`src/rtl/core/rv32i_pkg.sv`:
```
// ---------------------------------------------------------------------------
// rv32i package
// shared opcodes, memory codes and field widths of the rv32i executor
// ---------------------------------------------------------------------------
package rv32i_pkg;

   localparam int DATA_WIDTH = 32;
   localparam int REG_COUNT  = 32;

   typedef enum logic [6:0] {
      OPC_LOAD   = 7'b0000011,
      OPC_STORE  = 7'b0100011,
      OPC_OPIMM  = 7'b0010011,
      OPC_OP     = 7'b0110011,
      OPC_AUIPC  = 7'b0010111,
      OPC_LUI    = 7'b0110111,
      OPC_BRANCH = 7'b1100011,
      OPC_JALR   = 7'b1100111,
      OPC_JAL    = 7'b1101111
   } opcode_type;

   typedef enum logic [1:0] {
      MEM_NONE  = 2'd0,
      MEM_READ  = 2'd1,
      MEM_WRITE = 2'd2
   } mem_op_type;

   typedef enum logic [1:0] {
      CSR_RESET_VECTOR = 2'd0,
      CSR_HOST_MAILBOX = 2'd1,
      CSR_TIMER_ADDR   = 2'd2,
      CSR_CYCLE_LIMIT  = 2'd3
   } csr_index_type;

   localparam logic [31:0] HOST_CHAR_BIT  = 32'h0001_0000;
   localparam logic [31:0] HOST_HALT_BIT  = 32'h0002_0000;
   localparam logic [11:0] SRA_IMM_BIT    = 12'h400;
   localparam logic [31:0] UPPER_IMM_MASK = 32'hffff_f000;
   localparam logic [31:0] STORE_IMM_MASK = 32'hffff_ffe0;

   localparam logic [31:0] MAILBOX_RESET = 32'd4096;
   localparam logic [31:0] TIMER_RESET   = 32'd8192;
   localparam logic [31:0] LIMIT_RESET   = 32'd1000000;

endpackage

```
`src/rtl/core/rv32i_instruction_executor.sv`:
```
// ---------------------------------------------------------------------------
// rv32i instruction executor
// executes one rv32i instruction or load return per transfer
// ---------------------------------------------------------------------------
// the response is registered and valid in the cycle after the request is accepted
// throughput: one request per cycle unless a stalled response fills the slot, set by the
//   register file read and the single alu/branch pass that writes the architectural state
// reset: synchronous; register file cleared through per-entry valid bits,
//   pc clears to zero, control registers take their reset values
module rv32i_instruction_executor (
   input  logic                             clock,
   input  logic                             reset,
   input  logic                             req_valid,
   output logic                             req_ready,
   input  logic                             req_opcode,
   input  logic [31:0]                      req_instr_word,
   input  logic [rv32i_pkg::DATA_WIDTH-1:0] req_read_data,
   output logic                             rsp_valid,
   input  logic                             rsp_ready,
   output logic [31:0]                      rsp_next_fetch_pc,
   output logic [1:0]                       rsp_mem_op,
   output logic [1:0]                       rsp_mem_size,
   output logic [31:0]                      rsp_mem_addr,
   output logic [rv32i_pkg::DATA_WIDTH-1:0] rsp_mem_wdata,
   output logic                             rsp_console_valid,
   output logic [7:0]                       rsp_console_char,
   output logic                             rsp_halted,
   output logic                             rsp_illegal,
   output logic                             rsp_retired,
   input  logic                             csr_valid,
   output logic                             csr_ready,
   input  logic [1:0]                       csr_index,
   input  logic [31:0]                      csr_data
);
   import rv32i_pkg::*;

   localparam int RW = $clog2(REG_COUNT);

   // configuration
   logic [31:0] mailbox_ff, timer_ff, limit_ff;

   // architectural state
   logic [DATA_WIDTH-1:0] regs_ff [REG_COUNT];
   logic [REG_COUNT-1:0]  rvalid_ff;
   logic [31:0] pc_ff, pc_in;
   logic        lpend_ff, lpend_in;
   logic [RW-1:0] ldest_ff, ldest_in;
   logic [2:0]  lkind_ff, lkind_in;
   logic        ltimer_ff, ltimer_in;
   logic [31:0] count_ff, count_in;
   logic        halt_ff, halt_in;

   // response register
   logic        rvld_ff;
   logic [31:0] o_pc_ff, o_addr_ff;
   logic [1:0]  o_op_ff, o_size_ff;
   logic [DATA_WIDTH-1:0] o_wdata_ff;
   logic        o_cv_ff, o_halt_ff, o_ill_ff, o_ret_ff;
   logic [7:0]  o_char_ff;

   logic [1:0]  o_op_in, o_size_in;
   logic [31:0] o_addr_in;
   logic [DATA_WIDTH-1:0] o_wdata_in;
   logic        o_cv_in, o_ill_in, o_ret_in;
   logic [7:0]  o_char_in;

   logic        take;
   logic        wen;
   logic [RW-1:0] waddr;
   logic [DATA_WIDTH-1:0] wdata;

   // ready whenever the response slot is empty or being drained this cycle
   assign req_ready = !rvld_ff || rsp_ready;
   assign take      = req_valid && req_ready;
   assign csr_ready = 1'b1;

   // decode fields
   logic [6:0]  opc, f7;
   logic [2:0]  f3;
   logic [RW-1:0] rd, rs1, rs2;
   logic [31:0] a, b, immi, npc, d, addr_s, addr_l, bimm, jimm, ld;
   logic        bad, wr, cond, hhalt;

   assign opc = req_instr_word[6:0];
   assign f3  = req_instr_word[14:12];
   assign f7  = req_instr_word[31:25];
   assign rd  = req_instr_word[7+RW-1:7];
   assign rs1 = req_instr_word[15+RW-1:15];
   assign rs2 = req_instr_word[20+RW-1:20];
   // entries not yet written since reset read as zero
   assign a   = rvalid_ff[rs1] ? regs_ff[rs1] : '0;
   assign b   = rvalid_ff[rs2] ? regs_ff[rs2] : '0;
   assign immi   = {{20{req_instr_word[31]}}, req_instr_word[31:20]};
   assign addr_l = a + immi;
   assign addr_s = a + ((immi & STORE_IMM_MASK) | {27'd0, req_instr_word[11:7]});
   assign bimm = {{20{req_instr_word[31]}}, req_instr_word[7], req_instr_word[30:25],
                  req_instr_word[11:8], 1'b0};
   assign jimm = {{12{req_instr_word[31]}}, req_instr_word[19:12], req_instr_word[20],
                  req_instr_word[30:21], 1'b0};

   always_comb begin
      // load return extension
      ld = ltimer_ff ? '0 : req_read_data;
      case (lkind_ff)
         3'd0: ld = {{24{ld[7]}}, ld[7:0]};
         3'd1: ld = {{16{ld[15]}}, ld[15:0]};
         3'd4: ld = {24'd0, ld[7:0]};
         3'd5: ld = {16'd0, ld[15:0]};
         default: ;
      endcase
   end

   always_comb begin
      bad = 1'b0; wr = 1'b0; cond = 1'b0; hhalt = 1'b0;
      d = '0; npc = pc_ff + 32'd4;
      o_op_in = MEM_NONE; o_size_in = 2'd0; o_addr_in = '0; o_wdata_in = '0;
      o_cv_in = 1'b0; o_char_in = '0;
      unique case (opc)
         OPC_LOAD: begin
            if (f3 == 3'd3 || f3 >= 3'd6) bad = 1'b1;
            else begin
               o_op_in = MEM_READ; o_size_in = f3[1:0]; o_addr_in = addr_l;
            end
         end
         OPC_STORE: begin
            if (f3 > 3'd2) bad = 1'b1;
            else if (f3 == 3'd2 && addr_s == mailbox_ff) begin
               if ((b & HOST_CHAR_BIT) != '0) begin
                  o_cv_in = 1'b1; o_char_in = b[7:0];
               end
               hhalt = (b & HOST_HALT_BIT) != '0;
            end else begin
               o_op_in = MEM_WRITE; o_size_in = f3[1:0];
               o_addr_in = addr_s; o_wdata_in = b;
            end
         end
         OPC_OPIMM: begin
            wr = 1'b1;
            case (f3)
               3'd0: d = a + immi;
               3'd1: if (immi[11:5] != 7'd0) bad = 1'b1;
                     else d = a << immi[4:0];
               3'd2: d = {31'd0, $signed(a) < $signed(immi)};
               3'd3: d = {31'd0, a < immi};
               3'd4: d = a ^ immi;
               3'd5: if ((immi[11:0] & ~(12'd31 | SRA_IMM_BIT)) != 12'd0) bad = 1'b1;
                     else if (immi[10]) d = $unsigned($signed(a) >>> immi[4:0]);
                     else d = a >> immi[4:0];
               3'd6: d = a | immi;
               default: d = a & immi;
            endcase
         end
         OPC_OP: begin
            wr = 1'b1;
            if (f7 != 7'd0 && !(f7 == 7'h20 && (f3 == 3'd0 || f3 == 3'd5))) bad = 1'b1;
            case (f3)
               3'd0: d = (f7 != 7'd0) ? a - b : a + b;
               3'd1: d = a << b[4:0];
               3'd2: d = {31'd0, $signed(a) < $signed(b)};
               3'd3: d = {31'd0, a < b};
               3'd4: d = a ^ b;
               3'd5: d = (f7 != 7'd0) ? $unsigned($signed(a) >>> b[4:0]) : a >> b[4:0];
               3'd6: d = a | b;
               default: d = a & b;
            endcase
         end
         OPC_AUIPC: begin wr = 1'b1; d = pc_ff + (req_instr_word & UPPER_IMM_MASK); end
         OPC_LUI:   begin wr = 1'b1; d = req_instr_word & UPPER_IMM_MASK; end
         OPC_BRANCH: begin
            case (f3)
               3'd0: cond = a == b;
               3'd1: cond = a != b;
               3'd4: cond = $signed(a) < $signed(b);
               3'd5: cond = !($signed(a) < $signed(b));
               3'd6: cond = a < b;
               3'd7: cond = a >= b;
               default: bad = 1'b1;
            endcase
            if (cond) npc = pc_ff + bimm;
         end
         OPC_JALR: begin
            if (f3 != 3'd0) bad = 1'b1;
            wr = 1'b1; d = pc_ff + 32'd4;
            npc = addr_l & ~32'd1;
         end
         OPC_JAL: begin
            wr = 1'b1; d = pc_ff + 32'd4; npc = pc_ff + jimm;
         end
         default: bad = 1'b1;
      endcase
   end

   // next state for one accepted transfer
   always_comb begin
      pc_in = pc_ff; lpend_in = lpend_ff; ldest_in = ldest_ff; lkind_in = lkind_ff;
      ltimer_in = ltimer_ff; count_in = count_ff; halt_in = halt_ff;
      wen = 1'b0; waddr = rd; wdata = d;
      o_ill_in = 1'b0; o_ret_in = 1'b0;
      if (halt_ff) begin
         // halted: everything ignored
      end else if (req_opcode) begin
         if (lpend_ff) begin
            wen = 1'b1; waddr = ldest_ff; wdata = ld;
            lpend_in = 1'b0; ltimer_in = 1'b0; o_ret_in = 1'b1;
         end
      end else if (!lpend_ff) begin
         if (bad) begin
            o_ill_in = 1'b1; halt_in = 1'b1;
         end else if (opc == OPC_LOAD) begin
            lpend_in = 1'b1; ldest_in = rd; lkind_in = f3;
            ltimer_in = addr_l == timer_ff; pc_in = npc;
         end else begin
            wen = wr; pc_in = npc; o_ret_in = 1'b1;
            if (hhalt) halt_in = 1'b1;
         end
      end
      if (o_ret_in) begin
         count_in = count_ff + 32'd1;
         if (count_in >= limit_ff) halt_in = 1'b1;
      end
   end

   logic keep;  // memory and console fields only on a live execute
   assign keep = !halt_ff && !req_opcode && !lpend_ff && !bad;

   always_ff @(posedge clock) begin
      if (reset) begin
         mailbox_ff <= MAILBOX_RESET;
         timer_ff   <= TIMER_RESET;
         limit_ff   <= LIMIT_RESET;
         pc_ff      <= '0;
         rvalid_ff  <= '0;
         lpend_ff   <= 1'b0;
         ldest_ff   <= '0;
         lkind_ff   <= '0;
         ltimer_ff  <= 1'b0;
         count_ff   <= '0;
         halt_ff    <= 1'b0;
         rvld_ff    <= 1'b0;
      end else begin
         // a reset vector write reloads the pc
         if (csr_valid && csr_index == CSR_RESET_VECTOR) pc_ff <= csr_data;
         else if (take) pc_ff <= pc_in;
         if (take) begin
            lpend_ff <= lpend_in; ldest_ff <= ldest_in;
            lkind_ff <= lkind_in; ltimer_ff <= ltimer_in;
            count_ff <= count_in; halt_ff <= halt_in;
            if (wen && waddr != '0) rvalid_ff[waddr] <= 1'b1;
         end
         if (csr_valid) begin
            case (csr_index)
               CSR_RESET_VECTOR: ;
               CSR_HOST_MAILBOX: mailbox_ff <= csr_data;
               CSR_TIMER_ADDR:   timer_ff <= csr_data;
               default:          limit_ff <= csr_data;
            endcase
         end
         if (take) rvld_ff <= 1'b1;
         else if (rsp_ready) rvld_ff <= 1'b0;
      end
   end

   // register file and response payload
   always_ff @(posedge clock) begin
      if (take && wen && waddr != '0) regs_ff[waddr] <= wdata;
      if (take) begin
         o_pc_ff    <= pc_in;
         o_halt_ff  <= halt_in;
         o_ill_ff   <= o_ill_in;
         o_ret_ff   <= o_ret_in;
         o_op_ff    <= keep ? o_op_in : MEM_NONE;
         o_size_ff  <= keep ? o_size_in : 2'd0;
         o_addr_ff  <= keep ? o_addr_in : '0;
         o_wdata_ff <= keep ? o_wdata_in : '0;
         o_cv_ff    <= keep && o_cv_in;
         o_char_ff  <= keep ? o_char_in : '0;
      end
   end

   assign rsp_valid         = rvld_ff;
   assign rsp_next_fetch_pc = o_pc_ff;
   assign rsp_mem_op        = o_op_ff;
   assign rsp_mem_size      = o_size_ff;
   assign rsp_mem_addr      = o_addr_ff;
   assign rsp_mem_wdata     = o_wdata_ff;
   assign rsp_console_valid = o_cv_ff;
   assign rsp_console_char  = o_char_ff;
   assign rsp_halted        = o_halt_ff;
   assign rsp_illegal       = o_ill_ff;
   assign rsp_retired       = o_ret_ff;

   // an illegal response never retires
   a_ill_ret: assert property (@(posedge clock) disable iff (reset)
      rsp_valid |-> !(rsp_illegal && rsp_retired)) else $error("illegal retired");
   // illegal always halts
   a_ill_halt: assert property (@(posedge clock) disable iff (reset)
      (rsp_valid && rsp_illegal) |-> rsp_halted) else $error("illegal not halted");
   // once halted, state holds
   a_halt_hold: assert property (@(posedge clock) disable iff (reset)
      (halt_ff && take) |=> (halt_ff && !rsp_retired)) else $error("halt lost");
   // a response stalled downstream keeps the slot full
   a_hold: assert property (@(posedge clock) disable iff (reset)
      (rsp_valid && !rsp_ready) |=> rsp_valid) else $error("response dropped");
endmodule

```
`config.mk`:
```
export PLATFORM = sky130hd
export DESIGN_NAME = rv32i_instruction_executor
export DESIGN_NICKNAME = d
export VERILOG_FILES = /design/src/rtl/core/rv32i_pkg.sv /design/src/rtl/core/rv32i_instruction_executor.sv
export SDC_FILE = /design/constraint.sdc
export NUM_CORES = 2
export LEC_CHECK = 0
export ABC_AREA = 1
export BUFFER_PORTS_ARGS = -buffer_cell sky130_fd_sc_hd__buf_4
export CELL_PAD_IN_SITES_DETAIL_PLACEMENT = 2
export CELL_PAD_IN_SITES_GLOBAL_PLACEMENT = 2
export CORE_ASPECT_RATIO = 1.5
export CORE_MARGIN = 1.5
export CORE_UTILIZATION = 42
export CTS_BUF_LIST = sky130_fd_sc_hd__clkbuf_2 sky130_fd_sc_hd__clkbuf_4 sky130_fd_sc_hd__clkbuf_8
export CTS_CLUSTER_SIZE = 28
export DETAILED_ROUTE_END_ITERATION = 8
export MAX_ROUTING_LAYER = met4
export PLACE_DENSITY = 0.95
export SLEW_MARGIN = 20
export SYNTH_ARGS = -nofsm -noshare
export SYNTH_HDL_FRONTEND = slang
export SYNTH_SLANG_ARGS = --single-unit
```
`constraint.sdc`:
```
create_clock -name clock -period 17.5 [get_ports clock]
set_clock_uncertainty 0.2 [all_clocks]
set_input_delay 3.5 -clock clock [delete_from_list [all_inputs] [get_ports clock]]
set_output_delay 3.5 -clock clock [all_outputs]
set_load 0.005 [all_outputs]
```
==> metrics.md, run 1 <==
| Metric | Value |
|---|---|
| Asr flop ratio synth | 0% |
| Largest net degree at the start of global routing | 211 |
| Initial antenna violation count | 136 |
| Resized Gates After CTS | 0 |
| TritonCTS buffer count | 224 |
| Run Error | [ERROR GRT-0232] Routing congestion too high. Check the congestion heatmap in the GUI. |
| Synth warn | 0 |
| IO Pins | 219 |
| Clock sinks | 1,340 |
| Sequential cell area fraction in the yosys report | 41.6% |
| Exit stage | 5_1_grt |
| Ranking of synthesized cells by area | edfxtp_1 37%, nand2_1 11%, nand3_1 8.1% |
| FF+latch count, synth | 1,340 |
| Outcome | stopped before the end |
| Die width | 385 um |
| # H-tree levels | 4 |
| Area share of the largest cell type after synthesis | 37.1% |
| Dpl hpwl | 419,000 um |
| Row count | 210 |
| Post-synth design cell area | 91,800 um2 |
| Die Height | 576 um |
| Maximum clock insertion buffer count | 4 |
| Port bufs | 217 |
| Starting Density | 42.2% |
| Syn Inst Count | 12,200 |
| Number of enable flip-flop cells after synthesis | 1,136 |
| Routability Congestion | 1.19 |
| Post-CTS Setup Bufs | 0 |
| Hold buffers post-CTS | 0 |
| GRT overflow | 301 |
| Total track usage | 77.1% |
| Synth top cells by count | 2,740 x nand2_1, 1,480 x nand3_1, 1,221 x inv_1 |
| Yosys top cell by area | edfxtp_1 |
| Syn_area_per_cell | 7.52 um2 |
| Area after DPL | 95,500 um2 |
| Root buf cell | clkbuf_8 |
| Library cells used by synthesis | 79 |
| Top FF cell, synth | edfxtp_1 |
| Top-count cell post-synth | nand2_1 |
## cells by family after synthesis
kind of cell	Yosys count	share of synthesized area, %
muxes	2	0.0218
buffers and inverters	2027	9.31
DFF	1340	41.6
other	2	0.00818
and+or+nand+nor	5454	25.4
adders and majority gates	323	4.46
AOI/OAI and AO/OA	2858	17.2
xor gates and xnor gates	207	2.08
## through the flow
step | utilization (%) | worst slack [ns] | instances
floorplan | - | 9.20 | 12200
global placement | 43.8 | 3.86 | 14800
detailed placement | 43.8 | 3.64 | 14800
CTS | 45.9 | 4.20 | 15200
## per-layer routing
metal / track usage, % / overflow
met5: - / -
met4: 78.9 / 134
met3: 57.4 / 10
met2: 93.5 / 154
met1: 75.1 / 3
==> run 2: changes to the inputs <==
- CELL_PAD_IN_SITES_DETAIL_PLACEMENT: 2 -> not set
- CELL_PAD_IN_SITES_GLOBAL_PLACEMENT: 2 -> not set
- CORE_ASPECT_RATIO: 1.5 -> not set
- CORE_UTILIZATION: 42 -> 30
- CTS_BUF_LIST: sky130_fd_sc_hd__clkbuf_2 sky130_fd_sc_hd__clkbuf_4 sky130_fd_sc_hd__clkbuf_8 -> not set
- CTS_CLUSTER_SIZE: 28 -> not set
- MAX_ROUTING_LAYER: met4 -> not set
- PLACE_DENSITY: 0.95 -> not set
- PLACE_DENSITY_LB_ADDON: not set -> 0.15
==> metrics.md, run 2 <==
| Metric | Value |
|---|---|
| Starting Density | 30.2% |
| Wire length of the first global-routing pass | 659,000 um |
| Yosys top cell by area | edfxtp_1 |
| Ranking of synthesized cells by area | edfxtp_1 37%, nand2_1 11%, nand3_1 8.1% |
| Area delta synth->final | 11.4% |
| Max reg flops | 1,024 |
| Die area | 309,000 um2 |
| Largest net degree at the start of global routing | 211 |
| FF+latch count, synth | 1,340 |
| Worst skew pair latency | 0.89 ns |
| Setup crit end kind | register |
| Area after DPL | 97,000 um2 |
| Sequential cell area fraction in the yosys report | 41.6% |
| Top FF cell, synth | edfxtp_1 |
| Top-count cell post-synth | nand2_1 |
| Mean routed wirelength per cell | 29.3 um |
| Crit-path max cell delay | 0.94 ns |
| P_int | 5930 uW |
| Reg-to-Reg End | rsp_mem_addr[21] |
| Post-layout util | 33.7% |
| CP arrival | 12.57 ns |
| Antenna-violating nets left | 0 |
| Core area | 304,000 um2 |
| Nets | 12,500 |
| Vias per cell | 5.64 |
| Post-CTS Setup Bufs | 0 |
| Endpoint, Worst Hold | rvalid_ff[0] |
| Routability Congestion | 1.02 |
| Die width | 556 um |
| Routed vias | 91,800 |
| Clock slew at reported path FFs | 0.06 ns |
| Syn Inst Count | 12,200 |
| Row count | 202 |
| Number of enable flip-flop cells after synthesis | 1,136 |
| Post-synth design cell area | 91,800 um2 |
| Clock share of power | 39.3% |
| Routed WL | 477,000 um |
| Synth warn | 0 |
| PwrDens | 86.5 nW/um2 |
| Post-layout power | 8850 uW |
| Root buf cell | clkbuf_16 |
| Dpl hpwl | 319,000 um |
| Fill cell count | 32,300 |
| Final max-slew violation count | 0 |
| Fraction of layout cells with a size suffix above 1 | 7.03% |
| Top reg by flops | regs_ff |
| Port bufs | 217 |
| Sw frac | 33.0% |
| Syn_area_per_cell | 7.52 um2 |
| Slowest-stage cell, CP | buf_4 |
| Resized Gates After CTS | 0 |
| Register area | 38,200 um2 |
| P_leak | 0.0426 uW |
| Net switching power | 2930 uW |
| Asr flop ratio synth | 0% |
| Rel. slew slack | 11.3% |
| IO Pins | 219 |
| Detailed Route Iter0 Violations | 12,000 |
| Outcome | finished clean |
| Buf+Inv Stages, Crit Path | 7 |
| R2r setup slk | 9.83 ns |
| R2r worst-path depth | 28 |
| Vias in the first global route | 84,900 |
| Most frequent cells in the layout | 2,728 x nand2_1, 1,480 x nand3_1, 1,213 x inv_1, 1,136 x edfxtp_1, 1,135 x a21oi_1 |
| Max_cap viols | 0 |
| Hold Violations, Final | 0 |
| Hold buffers post-CTS | 0 |
| Worst min-delay path startpoint | rvalid_ff[0] |
| WS Path Type | input port to register |
| Worst slew pin tran | 1.33 ns |
| Sequential Power Share | 39.5% |
| Post-Route Setup TNS | 0 ns |
| Final Instance Area | 102,000 um2 |
| Startpoint types | input port |
| Maximum clock insertion buffer count | 4 |
| Critical Path RT | 17.86 ns |
| Most common cell after layout, fill and taps aside | nand2_1 |
| Total track usage | 29.7% |
| Area share of the largest cell type after synthesis | 37.1% |
| Tcrit/Tclk final | 69.8% |
| Setup violators final | 0 |
| Synth top cells by count | 2,740 x nand2_1, 1,480 x nand3_1, 1,221 x inv_1 |
| # H-tree levels | 4 |
| Hold depth | 2 |
| Area taken by multi-input logic gates | 45,600 um2 |
| Max IR drop VDD | 0.0834 mV |
| Gate power share | 21.2% |
| Clock sinks | 1,340 |
| RSZ-0062 raised after global routing | false |
| Launching point of the worst reg2reg path | rvalid_ff[21] |
| Max Clock Freq | 0.0819 GHz |
| HP Class | register to register |
| Initial antenna violation count | 23 |
| CTS tree | yes |
| Die Height | 556 um |
| GRT overflow | 0 |
| TritonCTS buffer count | 166 |
| Final routed DRC violation total | 0 |
| CP delay by family, top | buffers and inverters |
| Library cells used by synthesis | 79 |
| Hold slack | 0.247 ns |
| Pre-antenna DRT Iters | 8 |
| CP most frequent cell | nand2_1 |
| Min Tclk post-route | 12.21 ns |
| Worst Path Max Fanout | 124 |
==> run 2: tightest hold or removal path, cell delays in order (launching register included) <==
cell,delay (ns)
dfxtp_1,0.32
inv_1,0.05
nor2_1,0.03
==> run 2: kinds of logic (layout without fill, tap and decap cells) <==
group                    count (synthesis)  in the layout  share of synthesized area, %
multiplexers                             2              2                        0.0218
XOR/XNOR                               207            207                          2.08
adder cells (fa/ha/maj)                323            323                          4.46
flip-flops                            1340           1340                          41.6
AO/OA/AOI/OAI                         2858           2858                          17.2
AND/OR/NAND/NOR                       5454           5454                          25.4
buffers and inverters                 2027           1975                          9.31
other                                    2             43                       0.00818
==> run 2: worst max path at each step <==
stage / startpoint / end / slack [ns] / depth (start not counted)
2_1_floorplan: req_instr_word[22] / regs_ff[0][14] / 9.20 / 30
3_3_place_gp: req_instr_word[15] / regs_ff[11][18] / 4.53 / 29
3_5_place_dp: req_instr_word[15] / rsp_mem_wdata[28] / 4.73 / 28
4_1_cts: req_instr_word[15] / rsp_mem_wdata[9] / 5.64 / 28
5_1_grt: req_instr_word[15] / rsp_mem_wdata[9] / 5.14 / 28
6_report: req_instr_word[15] / rsp_mem_addr[21] / 5.29 / 30
==> run 2: layout make-up <==
type	instances	share of cell area, %
multi-input combinational	8877	44.5
clock buffer	205	4.32
sequential	1340	37.3
timing repair buffer	422	3.26
tap	4080	4.99
inverter	1257	4.68
antenna	10	0.0245
clock inverter	91	0.849
==> run 2: through the flow <==
step           worst slack [ns]  cells
2_1_floorplan              9.20  12200
3_3_place_gp               4.53  16000
3_5_place_dp               4.73  16000
4_1_cts                    5.64  16300
5_1_grt                    5.14  16300
6_report                   5.29  16300
==> run 2: routing by layer <==
layer	GRT usage, %	vias to the layer above	wire, um	share of wire (%)
li1	-	41200	-	-
met1	39.9	44800	199000	42
met2	45.7	4847	208000	44
met3	4.82	952	41700	8.7
met4	15.6	6	28300	5.9
met5	0	-	44	0.0092
==> run 2: power by group through the flow <==
stage	sequential, uW	combinational [uW]	clock [uW]
after floorplan	3540	1090	0
after global placement	3560	1830	0
after detailed placement	3560	1820	0
after CTS	3490	1830	3550
after global routing	3490	2000	3660
final	3490	1880	3480
No activity file was read; power rests on OpenSTA's default activity.
